$ cat config.mk
export PLATFORM = sky130hd
export DESIGN_NAME = nearest_task_dispatch_ring_unit
export DESIGN_NICKNAME = d
export VERILOG_FILES = /design/src/sv/ntdr_pkg.sv /design/src/sv/ntdr_cell.sv /design/src/sv/ntdr_rdc_stage.sv /design/src/sv/ntdr_pick.sv /design/src/sv/nearest_task_dispatch_ring_unit.sv
export VERILOG_INCLUDE_DIRS = /design/src /design/src/sv
export SDC_FILE = /design/constraint.sdc
export NUM_CORES = 2
export LEC_CHECK = 0
export BUFFER_PORTS_ARGS = -buffer_cell sky130_fd_sc_hd__clkbuf_2
export CAP_MARGIN = 15
export CORE_ASPECT_RATIO = 1.4
export CORE_MARGIN = 5
export CORE_UTILIZATION = 49
export DETAILED_ROUTE_END_ITERATION = 8
export PLACE_DENSITY = 0.76
export SETUP_SLACK_MARGIN = 0.4
export SLEW_MARGIN = 20
export SYNTH_ARGS = -nofsm -noshare
export SYNTH_HDL_FRONTEND = slang
export SYNTH_HIERARCHICAL = 1
export SYNTH_SLANG_ARGS = --single-unit
$ cat constraint.sdc
create_clock -name clk -period 10.45 [get_ports clk]
set_clock_uncertainty 0.1 [all_clocks]
set_input_delay 0.5225 -clock clk [delete_from_list [all_inputs] [get_ports clk]]
set_output_delay 0.5225 -clock clk [all_outputs]
set_load 0.01 [all_outputs]
$ cat src/sv/nearest_task_dispatch_ring_unit_defines.svh
// Assertion macros for the dispatch ring RTL, used by its top level.
// Each macro expects signals named clk and rst_n in the using module.
`ifndef NEAREST_TASK_DISPATCH_RING_UNIT_DEFINES_SVH
`define NEAREST_TASK_DISPATCH_RING_UNIT_DEFINES_SVH

// Same-cycle implication, disabled while reset is low.
`define NTDR_ASSERT_IMP(lbl, ante, cons, msg) \
  lbl: assert property (@(posedge clk) disable iff (!rst_n) (ante) |-> (cons)) \
    else $error(msg);

// Next-cycle implication, disabled while reset is low.
`define NTDR_ASSERT_NXT(lbl, ante, cons, msg) \
  lbl: assert property (@(posedge clk) disable iff (!rst_n) (ante) |=> (cons)) \
    else $error(msg);

`endif

$ cat src/sv/ntdr_pkg.sv
// Types and constants of the nearest task dispatch ring.
// No dependencies; the RTL files refer to it by scoped names and the testbench imports it.
package ntdr_pkg;

  localparam int SLOT_W = 6;
  localparam int POS_W  = 20;
  localparam int VID_W  = 8;
  localparam int LEN_W  = 20;

  localparam logic [LEN_W-1:0] TRACK_RESET = 20'd80000;

  localparam logic KIND_LOAD     = 1'b0;
  localparam logic KIND_DISPATCH = 1'b1;

  // Register index as decoded from the configuration address.
  localparam logic CFG_IDX_TRACK = 1'b0;

  typedef struct packed {
    logic              kind;
    logic [SLOT_W-1:0] slot;
    logic [POS_W-1:0]  position;
    logic              ready_flag;
    logic [VID_W-1:0]  vehicle_id;
  } in_item_t;

  typedef struct packed {
    logic              found;
    logic [SLOT_W-1:0] task_slot;
    logic [POS_W-1:0]  distance;
    logic [POS_W-1:0]  target_position;
  } out_item_t;

  // Commands broadcast to every task cell.
  typedef struct packed {
    logic load;
    logic shift;
    logic take;
  } cell_cmd_t;

  // Tags of one element in the reduction stream.
  typedef struct packed {
    logic valid;
    logic vehicle;
    logic ready;
    logic last;
  } elem_ctl_t;

  typedef struct packed {
    logic done;
    logic found;
  } pick_sts_t;

endpackage

$ cat src/sv/ntdr_cell.sv
// One task cell of the ring: ready flag, pickup position and owner of a slot.
// Uses ntdr_pkg for the command struct.
module ntdr_cell #(
  parameter int PW  = 20,
  parameter int IW  = 6,
  parameter int IDX = 0
) (
  input  logic                       clk,
  input  logic                       rst_n,
  input  ntdr_pkg::cell_cmd_t        cmd,
  input  logic [IW-1:0]              addr,
  input  logic                       ld_ready,
  input  logic [PW-1:0]              ld_pos,
  input  logic [ntdr_pkg::VID_W-1:0] owner_i,
  input  logic                       nb_ready,
  input  logic [PW-1:0]              nb_pos,
  output logic                       ready_o,
  output logic [PW-1:0]              pos_o
);

  logic                       ready_r, ready_nxt;
  logic [PW-1:0]              pos_r, pos_nxt;
  logic [ntdr_pkg::VID_W-1:0] owner_r, owner_nxt;
  logic                       hit;

  assign hit = (addr == IW'(IDX));

  always_comb begin
    ready_nxt = ready_r;
    pos_nxt   = pos_r;
    owner_nxt = owner_r;
    if (cmd.shift) begin
      ready_nxt = nb_ready;
      pos_nxt   = nb_pos;
    end else if (cmd.load && hit) begin
      ready_nxt = ld_ready;
      pos_nxt   = ld_pos;
    end else if (cmd.take && hit) begin
      ready_nxt = 1'b0;
      owner_nxt = owner_i;
    end
  end

  always_ff @(posedge clk) begin
    if (!rst_n) begin
      ready_r <= 1'b0;
    end else begin
      ready_r <= ready_nxt;
    end
  end

  always_ff @(posedge clk) begin
    pos_r   <= pos_nxt;
    owner_r <= owner_nxt;
  end

  assign ready_o = ready_r;
  assign pos_o   = pos_r;

endmodule

$ cat src/sv/ntdr_rdc_stage.sv
// One restoring step of the ring-position reduction pipeline.
// Uses ntdr_pkg for the element tag struct and the track length width.
module ntdr_rdc_stage #(
  parameter int PW    = 20,
  parameter int IW    = 6,
  parameter int SHIFT = 0
) (
  input  logic                       clk,
  input  logic                       rst_n,
  input  logic [ntdr_pkg::LEN_W-1:0] trk_len,
  input  ntdr_pkg::elem_ctl_t        ctl_i,
  input  logic [PW-1:0]              rem_i,
  input  logic [PW-1:0]              raw_i,
  input  logic [IW-1:0]              idx_i,
  output ntdr_pkg::elem_ctl_t        ctl_o,
  output logic [PW-1:0]              rem_o,
  output logic [PW-1:0]              raw_o,
  output logic [IW-1:0]              idx_o
);

  localparam int WW = PW + ntdr_pkg::LEN_W;

  ntdr_pkg::elem_ctl_t ctl_r;
  logic [PW-1:0]       rem_r, rem_nxt, raw_r;
  logic [IW-1:0]       idx_r;
  logic [WW-1:0]       dv;
  logic [WW-1:0]       rem_w;

  // The remainder entering this step is below twice the shifted length,
  // so one compare and subtract settles this bit of the quotient.
  assign dv    = WW'(trk_len) << SHIFT;
  assign rem_w = WW'(rem_i);

  always_comb begin
    rem_nxt = rem_i;
    if (trk_len != '0 && rem_w >= dv) begin
      rem_nxt = rem_i - dv[PW-1:0];
    end
  end

  always_ff @(posedge clk) begin
    if (!rst_n) begin
      ctl_r <= '0;
    end else begin
      ctl_r <= ctl_i;
    end
  end

  always_ff @(posedge clk) begin
    rem_r <= rem_nxt;
    raw_r <= raw_i;
    idx_r <= idx_i;
  end

  assign ctl_o = ctl_r;
  assign rem_o = rem_r;
  assign raw_o = raw_r;
  assign idx_o = idx_r;

endmodule

$ cat src/sv/ntdr_pick.sv
// Forward ring distance and running minimum over the reduced slot stream.
// Uses ntdr_pkg for the element tag and status structs.
module ntdr_pick #(
  parameter int PW = 20,
  parameter int IW = 6
) (
  input  logic                       clk,
  input  logic                       rst_n,
  input  logic                       clr,
  input  logic [ntdr_pkg::LEN_W-1:0] trk_len,
  input  ntdr_pkg::elem_ctl_t        ctl_i,
  input  logic [PW-1:0]              rem_i,
  input  logic [PW-1:0]              raw_i,
  input  logic [IW-1:0]              idx_i,
  output ntdr_pkg::pick_sts_t        sts_o,
  output logic [IW-1:0]              best_idx_o,
  output logic [ntdr_pkg::LEN_W-1:0] best_dist_o,
  output logic [PW-1:0]              best_raw_o
);

  localparam int LW = ntdr_pkg::LEN_W;

  logic [PW-1:0]       a_r;
  logic [31:0]         a32, b32;
  logic [LW-1:0]       a_l, b_l, dist_nxt;
  ntdr_pkg::elem_ctl_t d_ctl_r;
  logic [LW-1:0]       d_dist_r;
  logic [IW-1:0]       d_idx_r;
  logic [PW-1:0]       d_raw_r;
  logic                have_r, done_r, better;
  logic [LW-1:0]       best_dist_r;
  logic [IW-1:0]       best_idx_r;
  logic [PW-1:0]       best_raw_r;

  assign a32 = 32'(a_r);
  assign b32 = 32'(rem_i);
  assign a_l = a32[LW-1:0];
  assign b_l = b32[LW-1:0];

  // Both operands are already below the track length, so neither form
  // of the forward distance can overflow.
  always_comb begin
    if (trk_len == '0) begin
      dist_nxt = '0;
    end else if (b_l >= a_l) begin
      dist_nxt = b_l - a_l;
    end else begin
      dist_nxt = (trk_len - a_l) + b_l;
    end
  end

  assign better = d_ctl_r.valid && !d_ctl_r.vehicle && d_ctl_r.ready &&
                  (!have_r || d_dist_r < best_dist_r);

  always_ff @(posedge clk) begin
    if (!rst_n) begin
      d_ctl_r <= '0;
      have_r  <= 1'b0;
      done_r  <= 1'b0;
    end else begin
      d_ctl_r <= ctl_i;
      done_r  <= d_ctl_r.valid && d_ctl_r.last;
      if (clr) begin
        have_r <= 1'b0;
      end else if (better) begin
        have_r <= 1'b1;
      end
    end
  end

  always_ff @(posedge clk) begin
    if (ctl_i.valid && ctl_i.vehicle) begin
      a_r <= rem_i;
    end
    d_dist_r <= dist_nxt;
    d_idx_r  <= idx_i;
    d_raw_r  <= raw_i;
    if (better) begin
      best_dist_r <= d_dist_r;
      best_idx_r  <= d_idx_r;
      best_raw_r  <= d_raw_r;
    end
  end

  assign sts_o.done  = done_r;
  assign sts_o.found = have_r;
  assign best_idx_o  = best_idx_r;
  assign best_dist_o = best_dist_r;
  assign best_raw_o  = best_raw_r;

endmodule

$ cat src/sv/nearest_task_dispatch_ring_unit.sv
// Top level of the nearest task dispatch ring: command port, task cell ring,
// reduction pipeline and picker. Uses ntdr_pkg, ntdr_cell, ntdr_rdc_stage,
// ntdr_pick and the assertion macros header.
`include "nearest_task_dispatch_ring_unit_defines.svh"

// A load item, or a dispatch from a vehicle that is not idle, gives its
// result in the cycle after it is accepted. A dispatch from an idle vehicle
// rotates all TASK_SLOTS entries of the cell ring past the head cell once,
// one slot per cycle, behind the vehicle position, and every element passes
// a restoring reduction pipeline of PW = min(POS_BITS, 20) steps, then the
// distance stage and the running minimum; its result is registered after the
// picker reports that the last slot has passed. busy is low again in the
// cycle the result is shown, so the next item can be taken then. Each result
// is shown for exactly one cycle with out_valid high; the receiver must take it,
// as the block cannot be held off. Track length must be written only while
// busy is low; the block itself does not enforce this.
module nearest_task_dispatch_ring_unit #(
  parameter int TASK_SLOTS = 64,
  parameter int POS_BITS   = 20
) (
  input  logic                clk,
  input  logic                rst_n,
  input  logic                start,
  output logic                busy,
  input  ntdr_pkg::in_item_t  in_item,
  output logic                out_valid,
  output ntdr_pkg::out_item_t out_item,
  input  logic                cfg_psel,
  input  logic                cfg_penable,
  input  logic                cfg_pwrite,
  input  logic [2:0]          cfg_paddr,
  input  logic [31:0]         cfg_pwdata,
  output logic [31:0]         cfg_prdata,
  output logic                cfg_pready
);

  localparam int PW = (POS_BITS < ntdr_pkg::POS_W) ? POS_BITS : ntdr_pkg::POS_W;
  localparam int IW = $clog2(TASK_SLOTS);
  localparam int CW = $clog2(TASK_SLOTS + 2);
  localparam int LW = ntdr_pkg::LEN_W;

  typedef enum logic {
    ST_IDLE,
    ST_SCAN
  } state_t;

  state_t                     state_r, state_nxt;
  logic                       out_valid_r, out_valid_nxt;
  ntdr_pkg::out_item_t        out_item_r, out_item_nxt;
  logic [CW-1:0]              feed_cnt_r, feed_cnt_nxt;
  logic [PW-1:0]              veh_pos_r, veh_pos_nxt;
  logic [ntdr_pkg::VID_W-1:0] veh_id_r, veh_id_nxt;
  logic [LW-1:0]              trk_len_r;

  logic                       accept;
  logic                       cfg_wr;
  logic                       slot_hit;
  logic [31:0]                slot32;
  logic [IW-1:0]              ld_addr;
  logic                       feed_on;
  logic                       feed_veh;
  logic [CW-1:0]              cnt_m1;
  ntdr_pkg::cell_cmd_t        cmd;
  logic [IW-1:0]              cell_addr;

  logic                       c_ready [TASK_SLOTS];
  logic [PW-1:0]              c_pos   [TASK_SLOTS];

  ntdr_pkg::elem_ctl_t        p_ctl [PW+1];
  logic [PW-1:0]              p_rem [PW+1];
  logic [PW-1:0]              p_raw [PW+1];
  logic [IW-1:0]              p_idx [PW+1];

  ntdr_pkg::pick_sts_t        sts;
  logic [IW-1:0]              best_idx;
  logic [LW-1:0]              best_dist;
  logic [PW-1:0]              best_raw;
  logic [31:0]                best_idx32, best_raw32;

  assign accept = start && !busy;
  assign busy   = (state_r != ST_IDLE);

  // Configuration port.
  assign cfg_pready = 1'b1;
  assign cfg_wr     = cfg_psel && cfg_penable && cfg_pwrite && cfg_pready &&
                      (cfg_paddr[2] == ntdr_pkg::CFG_IDX_TRACK);

  always_ff @(posedge clk) begin
    if (!rst_n) begin
      trk_len_r <= ntdr_pkg::TRACK_RESET;
    end else if (cfg_wr) begin
      trk_len_r <= cfg_pwdata[LW-1:0];
    end
  end

  always_comb begin
    unique case (cfg_paddr[2])
      ntdr_pkg::CFG_IDX_TRACK: cfg_prdata = 32'(trk_len_r);
      default:                 cfg_prdata = '0;
    endcase
  end

  // Load addressing; a slot beyond the table leaves every cell alone.
  assign slot32   = 32'(in_item.slot);
  assign slot_hit = (slot32 < TASK_SLOTS);
  assign ld_addr  = slot32[IW-1:0];

  // Feeder: the vehicle position first, then one slot per cycle from the
  // head cell while the ring rotates by one.
  assign feed_on  = (state_r == ST_SCAN) && (32'(feed_cnt_r) <= TASK_SLOTS);
  assign feed_veh = (feed_cnt_r == '0);
  assign cnt_m1   = feed_cnt_r - 1'b1;

  assign cmd.load  = accept && (in_item.kind == ntdr_pkg::KIND_LOAD) && slot_hit;
  assign cmd.shift = feed_on && !feed_veh;
  assign cmd.take  = (state_r == ST_SCAN) && sts.done && sts.found;
  assign cell_addr = cmd.take ? best_idx : ld_addr;

  for (genvar i = 0; i < TASK_SLOTS; i++) begin : g_cell
    localparam int NB = (i + 1) % TASK_SLOTS;
    ntdr_cell #(
      .PW (PW),
      .IW (IW),
      .IDX(i)
    ) u_cell (
      .clk     (clk),
      .rst_n   (rst_n),
      .cmd     (cmd),
      .addr    (cell_addr),
      .ld_ready(in_item.ready_flag),
      .ld_pos  (in_item.position[PW-1:0]),
      .owner_i (veh_id_r),
      .nb_ready(c_ready[NB]),
      .nb_pos  (c_pos[NB]),
      .ready_o (c_ready[i]),
      .pos_o   (c_pos[i])
    );
  end

  assign p_ctl[0].valid   = feed_on;
  assign p_ctl[0].vehicle = feed_veh;
  assign p_ctl[0].ready   = !feed_veh && c_ready[0];
  assign p_ctl[0].last    = (32'(feed_cnt_r) == TASK_SLOTS);
  assign p_rem[0]         = feed_veh ? veh_pos_r : c_pos[0];
  assign p_raw[0]         = feed_veh ? veh_pos_r : c_pos[0];
  assign p_idx[0]         = cnt_m1[IW-1:0];

  for (genvar s = 0; s < PW; s++) begin : g_rdc
    ntdr_rdc_stage #(
      .PW   (PW),
      .IW   (IW),
      .SHIFT(PW - 1 - s)
    ) u_stage (
      .clk    (clk),
      .rst_n  (rst_n),
      .trk_len(trk_len_r),
      .ctl_i  (p_ctl[s]),
      .rem_i  (p_rem[s]),
      .raw_i  (p_raw[s]),
      .idx_i  (p_idx[s]),
      .ctl_o  (p_ctl[s+1]),
      .rem_o  (p_rem[s+1]),
      .raw_o  (p_raw[s+1]),
      .idx_o  (p_idx[s+1])
    );
  end

  ntdr_pick #(
    .PW(PW),
    .IW(IW)
  ) u_pick (
    .clk        (clk),
    .rst_n      (rst_n),
    .clr        (accept),
    .trk_len    (trk_len_r),
    .ctl_i      (p_ctl[PW]),
    .rem_i      (p_rem[PW]),
    .raw_i      (p_raw[PW]),
    .idx_i      (p_idx[PW]),
    .sts_o      (sts),
    .best_idx_o (best_idx),
    .best_dist_o(best_dist),
    .best_raw_o (best_raw)
  );

  assign best_idx32 = 32'(best_idx);
  assign best_raw32 = 32'(best_raw);

  always_comb begin
    state_nxt     = state_r;
    out_valid_nxt = 1'b0;
    out_item_nxt  = '0;
    feed_cnt_nxt  = feed_cnt_r;
    veh_pos_nxt   = veh_pos_r;
    veh_id_nxt    = veh_id_r;
    unique case (state_r)
      ST_IDLE: begin
        if (accept) begin
          if (in_item.kind == ntdr_pkg::KIND_DISPATCH && in_item.ready_flag) begin
            state_nxt    = ST_SCAN;
            feed_cnt_nxt = '0;
            veh_pos_nxt  = in_item.position[PW-1:0];
            veh_id_nxt   = in_item.vehicle_id;
          end else begin
            out_valid_nxt = 1'b1;
          end
        end
      end
      ST_SCAN: begin
        if (feed_on) begin
          feed_cnt_nxt = feed_cnt_r + 1'b1;
        end
        if (sts.done) begin
          state_nxt     = ST_IDLE;
          out_valid_nxt = 1'b1;
          if (sts.found) begin
            out_item_nxt.found           = 1'b1;
            out_item_nxt.task_slot       = best_idx32[ntdr_pkg::SLOT_W-1:0];
            out_item_nxt.distance        = best_dist;
            out_item_nxt.target_position = best_raw32[ntdr_pkg::POS_W-1:0];
          end
        end
      end
      default: state_nxt = ST_IDLE;
    endcase
  end

  always_ff @(posedge clk) begin
    if (!rst_n) begin
      state_r     <= ST_IDLE;
      out_valid_r <= 1'b0;
      feed_cnt_r  <= '0;
    end else begin
      state_r     <= state_nxt;
      out_valid_r <= out_valid_nxt;
      feed_cnt_r  <= feed_cnt_nxt;
    end
    out_item_r <= out_item_nxt;
    veh_pos_r  <= veh_pos_nxt;
    veh_id_r   <= veh_id_nxt;
  end

  assign out_valid = out_valid_r;
  assign out_item  = out_item_r;

  `NTDR_ASSERT_IMP(a_result_when_idle, out_valid, !busy, "result shown while busy")
  `NTDR_ASSERT_IMP(a_not_found_zero, out_valid && !out_item.found, (out_item.task_slot == '0) && (out_item.distance == '0) && (out_item.target_position == '0), "not-found result carries data")
  `NTDR_ASSERT_NXT(a_load_answers, accept && (in_item.kind == ntdr_pkg::KIND_LOAD), out_valid && !out_item.found, "load item gave no plain result")
  `NTDR_ASSERT_NXT(a_dispatch_scans, accept && (in_item.kind == ntdr_pkg::KIND_DISPATCH) && in_item.ready_flag, busy && !out_valid, "idle-vehicle dispatch did not start a scan")

endmodule

==> results.txt <==
* Area Overhead vs Synth: 11.1%
- The first global-routing pass estimated roughly 360000 um of wire.
- Yosys Warn Count: 6
- Pin count of the biggest net entering global routing: ~200
* Detailed-router iteration count before antenna repair: 6
* Fin crit period: approximately 4.9 ns
* Average vias per placed instance: between 5 and 6
- Setup slack on the worst reg-to-reg path comes out at ~5.5 ns.
* Clock power share: 0.350
- The die is between 500 and 600 um tall.
* Worst stage delay on the critical path: between 0.8 and 0.9 ns
- The critical path contains buffers and inverters numbering 4 combined.
- Iter 0 DRT Violations: about 4800
- The die is 406 um wide.
- Number of placed I/O pins: approximately 160
- Cell internal power was estimated by the tool at approximately 18 mW.
- TritonCTS built the clock tree.
- The startpoint identified for the worst register-to-register timing path is feed_cnt_r[0].
- The min-delay analysis places its worst path in the category register to register.
* Fill count: 17200
- Data required time at the worst endpoint: approximately 11 ns
- For this run, the post-layout net count is 8302.
- In this run the clock root is driven by a sky130_fd_sc_hd__clkbuf_16.
- Tightest Pin Transition: approximately 1.2 ns
* Fin. Hold Viols: 0
* Share of cells above drive strength 1: 0.279
- Setup_tns: 0 ns
- Placer Congestion: approximately 0.86
- Ordered list of cells on the worst path: inv_1 > ha_1 > and3_4 > and2b_1 > buf_4 > nor2_4 > buf_12 > buf_12 > a31o_2
- The final count of pins violating max slew was 0.
- The final layout contains routed wiring with a total length of roughly 230000 um.
- Summing every instance area after synthesis gives between 100000 and 150000 um2.
- Wire length per cell after detailed routing: about 21 um
* Finished Core Util: 0.547
- Portion of total power attributed to sequential cells: 0.467
- Post-synthesis instance total: between 7000 and 8000
- GRT Residual Overflow: 0
- Highest fanout seen on the critical path: 199
- For this design the total switching power over the nets is roughly 6.7 mW.
- Row count: ~200
* Longest Clk Path Bufs: 3
* Power share of the combinational group: 0.183
- The worst pin sits at a relative slew slack of 0.202.
* Residual DRC: 0
- Clock latency of the later-clocked register in the worst-skew pair: ~0.92 ns
- Endpoint kind of the worst setup timing path: register
* Clk sinks: ~2600
* Slowest stage cell on the critical path: sky130_fd_sc_hd__nor2_4
- Total number of vias: 62200
- The worst hold path passes through 0 cells.
- The number of global-route vias before repair came to between 60000 and 70000.
- Post-DP HPWL: approximately 140000 um
* Net switching share of the total power: 0.267
- Max capacitance violation total: 0
* Destination of the worst hold path: g_rdc[13].u_stage/raw_o[18]
* Post-CTS setup buffers: 0
- Clock transition at path regs: ~0.07 ns
- For this configuration, the core starts out at a cell density of 0.492.
- Outcome: complete, no violations
* Area of the die: between 200000 and 250000 um2
- Depth of the worst register-to-register path: 9
- Setup repair after global routing left no endpoint under its margin.
- Averaged over all synthesized cells, the footprint is around 14 um2.
- Setup violations remaining at the end of the flow were counted as 0.
* Startpoint of the worst hold path: g_rdc[12].u_stage/raw_o[18]
- The setup path with the least slack is of type register to register.
* Family with the most delay on the worst path: buffers and inverters
- At the worst endpoint, the arrival time is 5.35 ns.
- In this run the critical register-to-register path is captured at g_cell[19].u_cell/pos_o[3].
- Highest clock frequency the design can meet: a little over 200 MHz
- Aggregate global-route resource usage: 0.195
* Cts bufs inserted: ~230
* Pleak: 43.1 nW
* Final Cycle Share: 0.472
- Max IR drop VDD: 0.000178 V
- Buffers added on ports: around 120
- The number of antenna violations at the first check in global routing is 3.
* Power per standard cell area: 211 nW/um2
* DRT antenna net count: 0
* Floorplan core area: 218000 um2
- Category of the worst setup path launch point: register
* H-tree depth: 4
- By instance count, the cell type seen most on the critical path is sky130_fd_sc_hd__buf_12.
==> final cells by class <==
class	instances	area (um2)	area share
Sequential cell	2558	64900	0.544
Multi-Input combinational cell	4435	39300	0.329
Clock buffer	311	6530	0.0548
Tap cell	2870	3590	0.0301
Inverter	460	1730	0.0145
Timing Repair Buffer	232	1640	0.0137
Clock inverter	118	1590	0.0133
Antenna cell	2	5.00	0.0000420
==> power by group through the flow <==
stage                     Combinational [mW]  Clock (mW)  Sequential [mW]
final                                   4.61        8.79             11.7
after CTS                               4.61        8.99             11.7
after detailed placement                4.56           0             12.0
after global routing                    5.04        9.42             11.8
after floorplan                         3.57           0             11.8
after global placement                  4.48           0             11.9
==> flip-flops by register name, indices dropped and copies added, names as in the netlist, 20 cells and up <==
name and cells:
g_rdc.u_stage/raw_o 400, g_rdc.u_stage/ctl_o 80, u_pick/a_l 20, u_pick/d_raw_r 20, u_pick/best_raw_o 20, veh_pos_r 20, u_pick/best_dist_o 20, g_cell.u_cell/ready_o 64
out_item 47, g_rdc.u_stage/idx_o 120, u_pick/d_dist_r 20, g_cell.u_cell/pos_o 1280, trk_len_r 20, g_rdc.u_stage/rem_o 400
==> routing by layer <==
metal,wire length [um],vias to the layer above,track usage
li1,-,29300,-
met1,91400,30800,0.232
met2,118000,1578,0.354
met3,9480,556,0.0270
met4,8570,2,0.0776
met5,9,-,0
==> metrics by stage <==
| step | area (um2) | cells | hold WS (ns) | setup slack [ns] | power (mW) |
|---|---|---|---|---|---|
| after floorplan | 107000 | 7721 | 0.210 | 0.647 | 15.4 |
| after global placement | 111000 | 10500 | 0.211 | 5.63 | 16.4 |
| after detailed placement | 111000 | 10500 | 0.212 | 5.59 | 16.5 |
| after CTS | 119000 | 11000 | 0.150 | 5.53 | 25.3 |
| after global routing | 119000 | 11000 | 0.156 | 5.29 | 26.3 |
| final | 119000 | 11000 | 0.164 | 5.51 | 25.1 |
==> cell usage in the layout (no fill, tap or decap), types with 42 or more instances in the layout <==
cell type and n:
sky130_fd_sc_hd__edfxtp_1 1366, sky130_fd_sc_hd__nor2_1 216, sky130_fd_sc_hd__ha_1 271, sky130_fd_sc_hd__a21oi_1 241, sky130_fd_sc_hd__nand2_1 198, sky130_fd_sc_hd__buf_4 70, sky130_fd_sc_hd__and2_1 181, sky130_fd_sc_hd__o311ai_0 49
sky130_fd_sc_hd__nand4_1 58, sky130_fd_sc_hd__inv_1 462, sky130_fd_sc_hd__mux2_2 1340, sky130_fd_sc_hd__xor2_1 48, sky130_fd_sc_hd__clkbuf_1 45, sky130_fd_sc_hd__clkbuf_16 240, sky130_fd_sc_hd__a31o_2 42, sky130_fd_sc_hd__a211oi_1 46
sky130_fd_sc_hd__a21o_1 71, sky130_fd_sc_hd__nor4_1 109, sky130_fd_sc_hd__clkbuf_2 118, sky130_fd_sc_hd__dfxtp_1 1182, sky130_fd_sc_hd__mux2_4 115, sky130_fd_sc_hd__o21ai_0 98, sky130_fd_sc_hd__mux2i_1 49, sky130_fd_sc_hd__o211ai_1 48
sky130_fd_sc_hd__nand3_1 113, sky130_fd_sc_hd__o21a_1 54, sky130_fd_sc_hd__or4_1 77, sky130_fd_sc_hd__nand2b_1 87, sky130_fd_sc_hd__nor3_1 60, sky130_fd_sc_hd__nor2b_1 59, sky130_fd_sc_hd__xnor2_1 102
==> worst max-delay path by stage <==
stage                        startpoint  cells after the start                     endpoint  slack (ns)
final                     feed_cnt_r[0]                      9   g_cell[19].u_cell/pos_o[3]        5.51
after CTS                 feed_cnt_r[0]                     10  g_cell[41].u_cell/pos_o[10]        5.53
after global placement    feed_cnt_r[0]                      9  g_cell[18].u_cell/pos_o[17]        5.63
after detailed placement  feed_cnt_r[0]                      9  g_cell[19].u_cell/pos_o[19]        5.59
after global routing      feed_cnt_r[0]                     10  g_cell[41].u_cell/pos_o[16]        5.29
after floorplan                   start                      4   g_cell[16].u_cell/pos_o[0]        0.65
==> timing repair <==
item	in CTS	in global routing
hold buffers	23	0
resized for setup	0	0
endpoints found under the hold margin	25	0
Power figures use the tool's default switching activity.
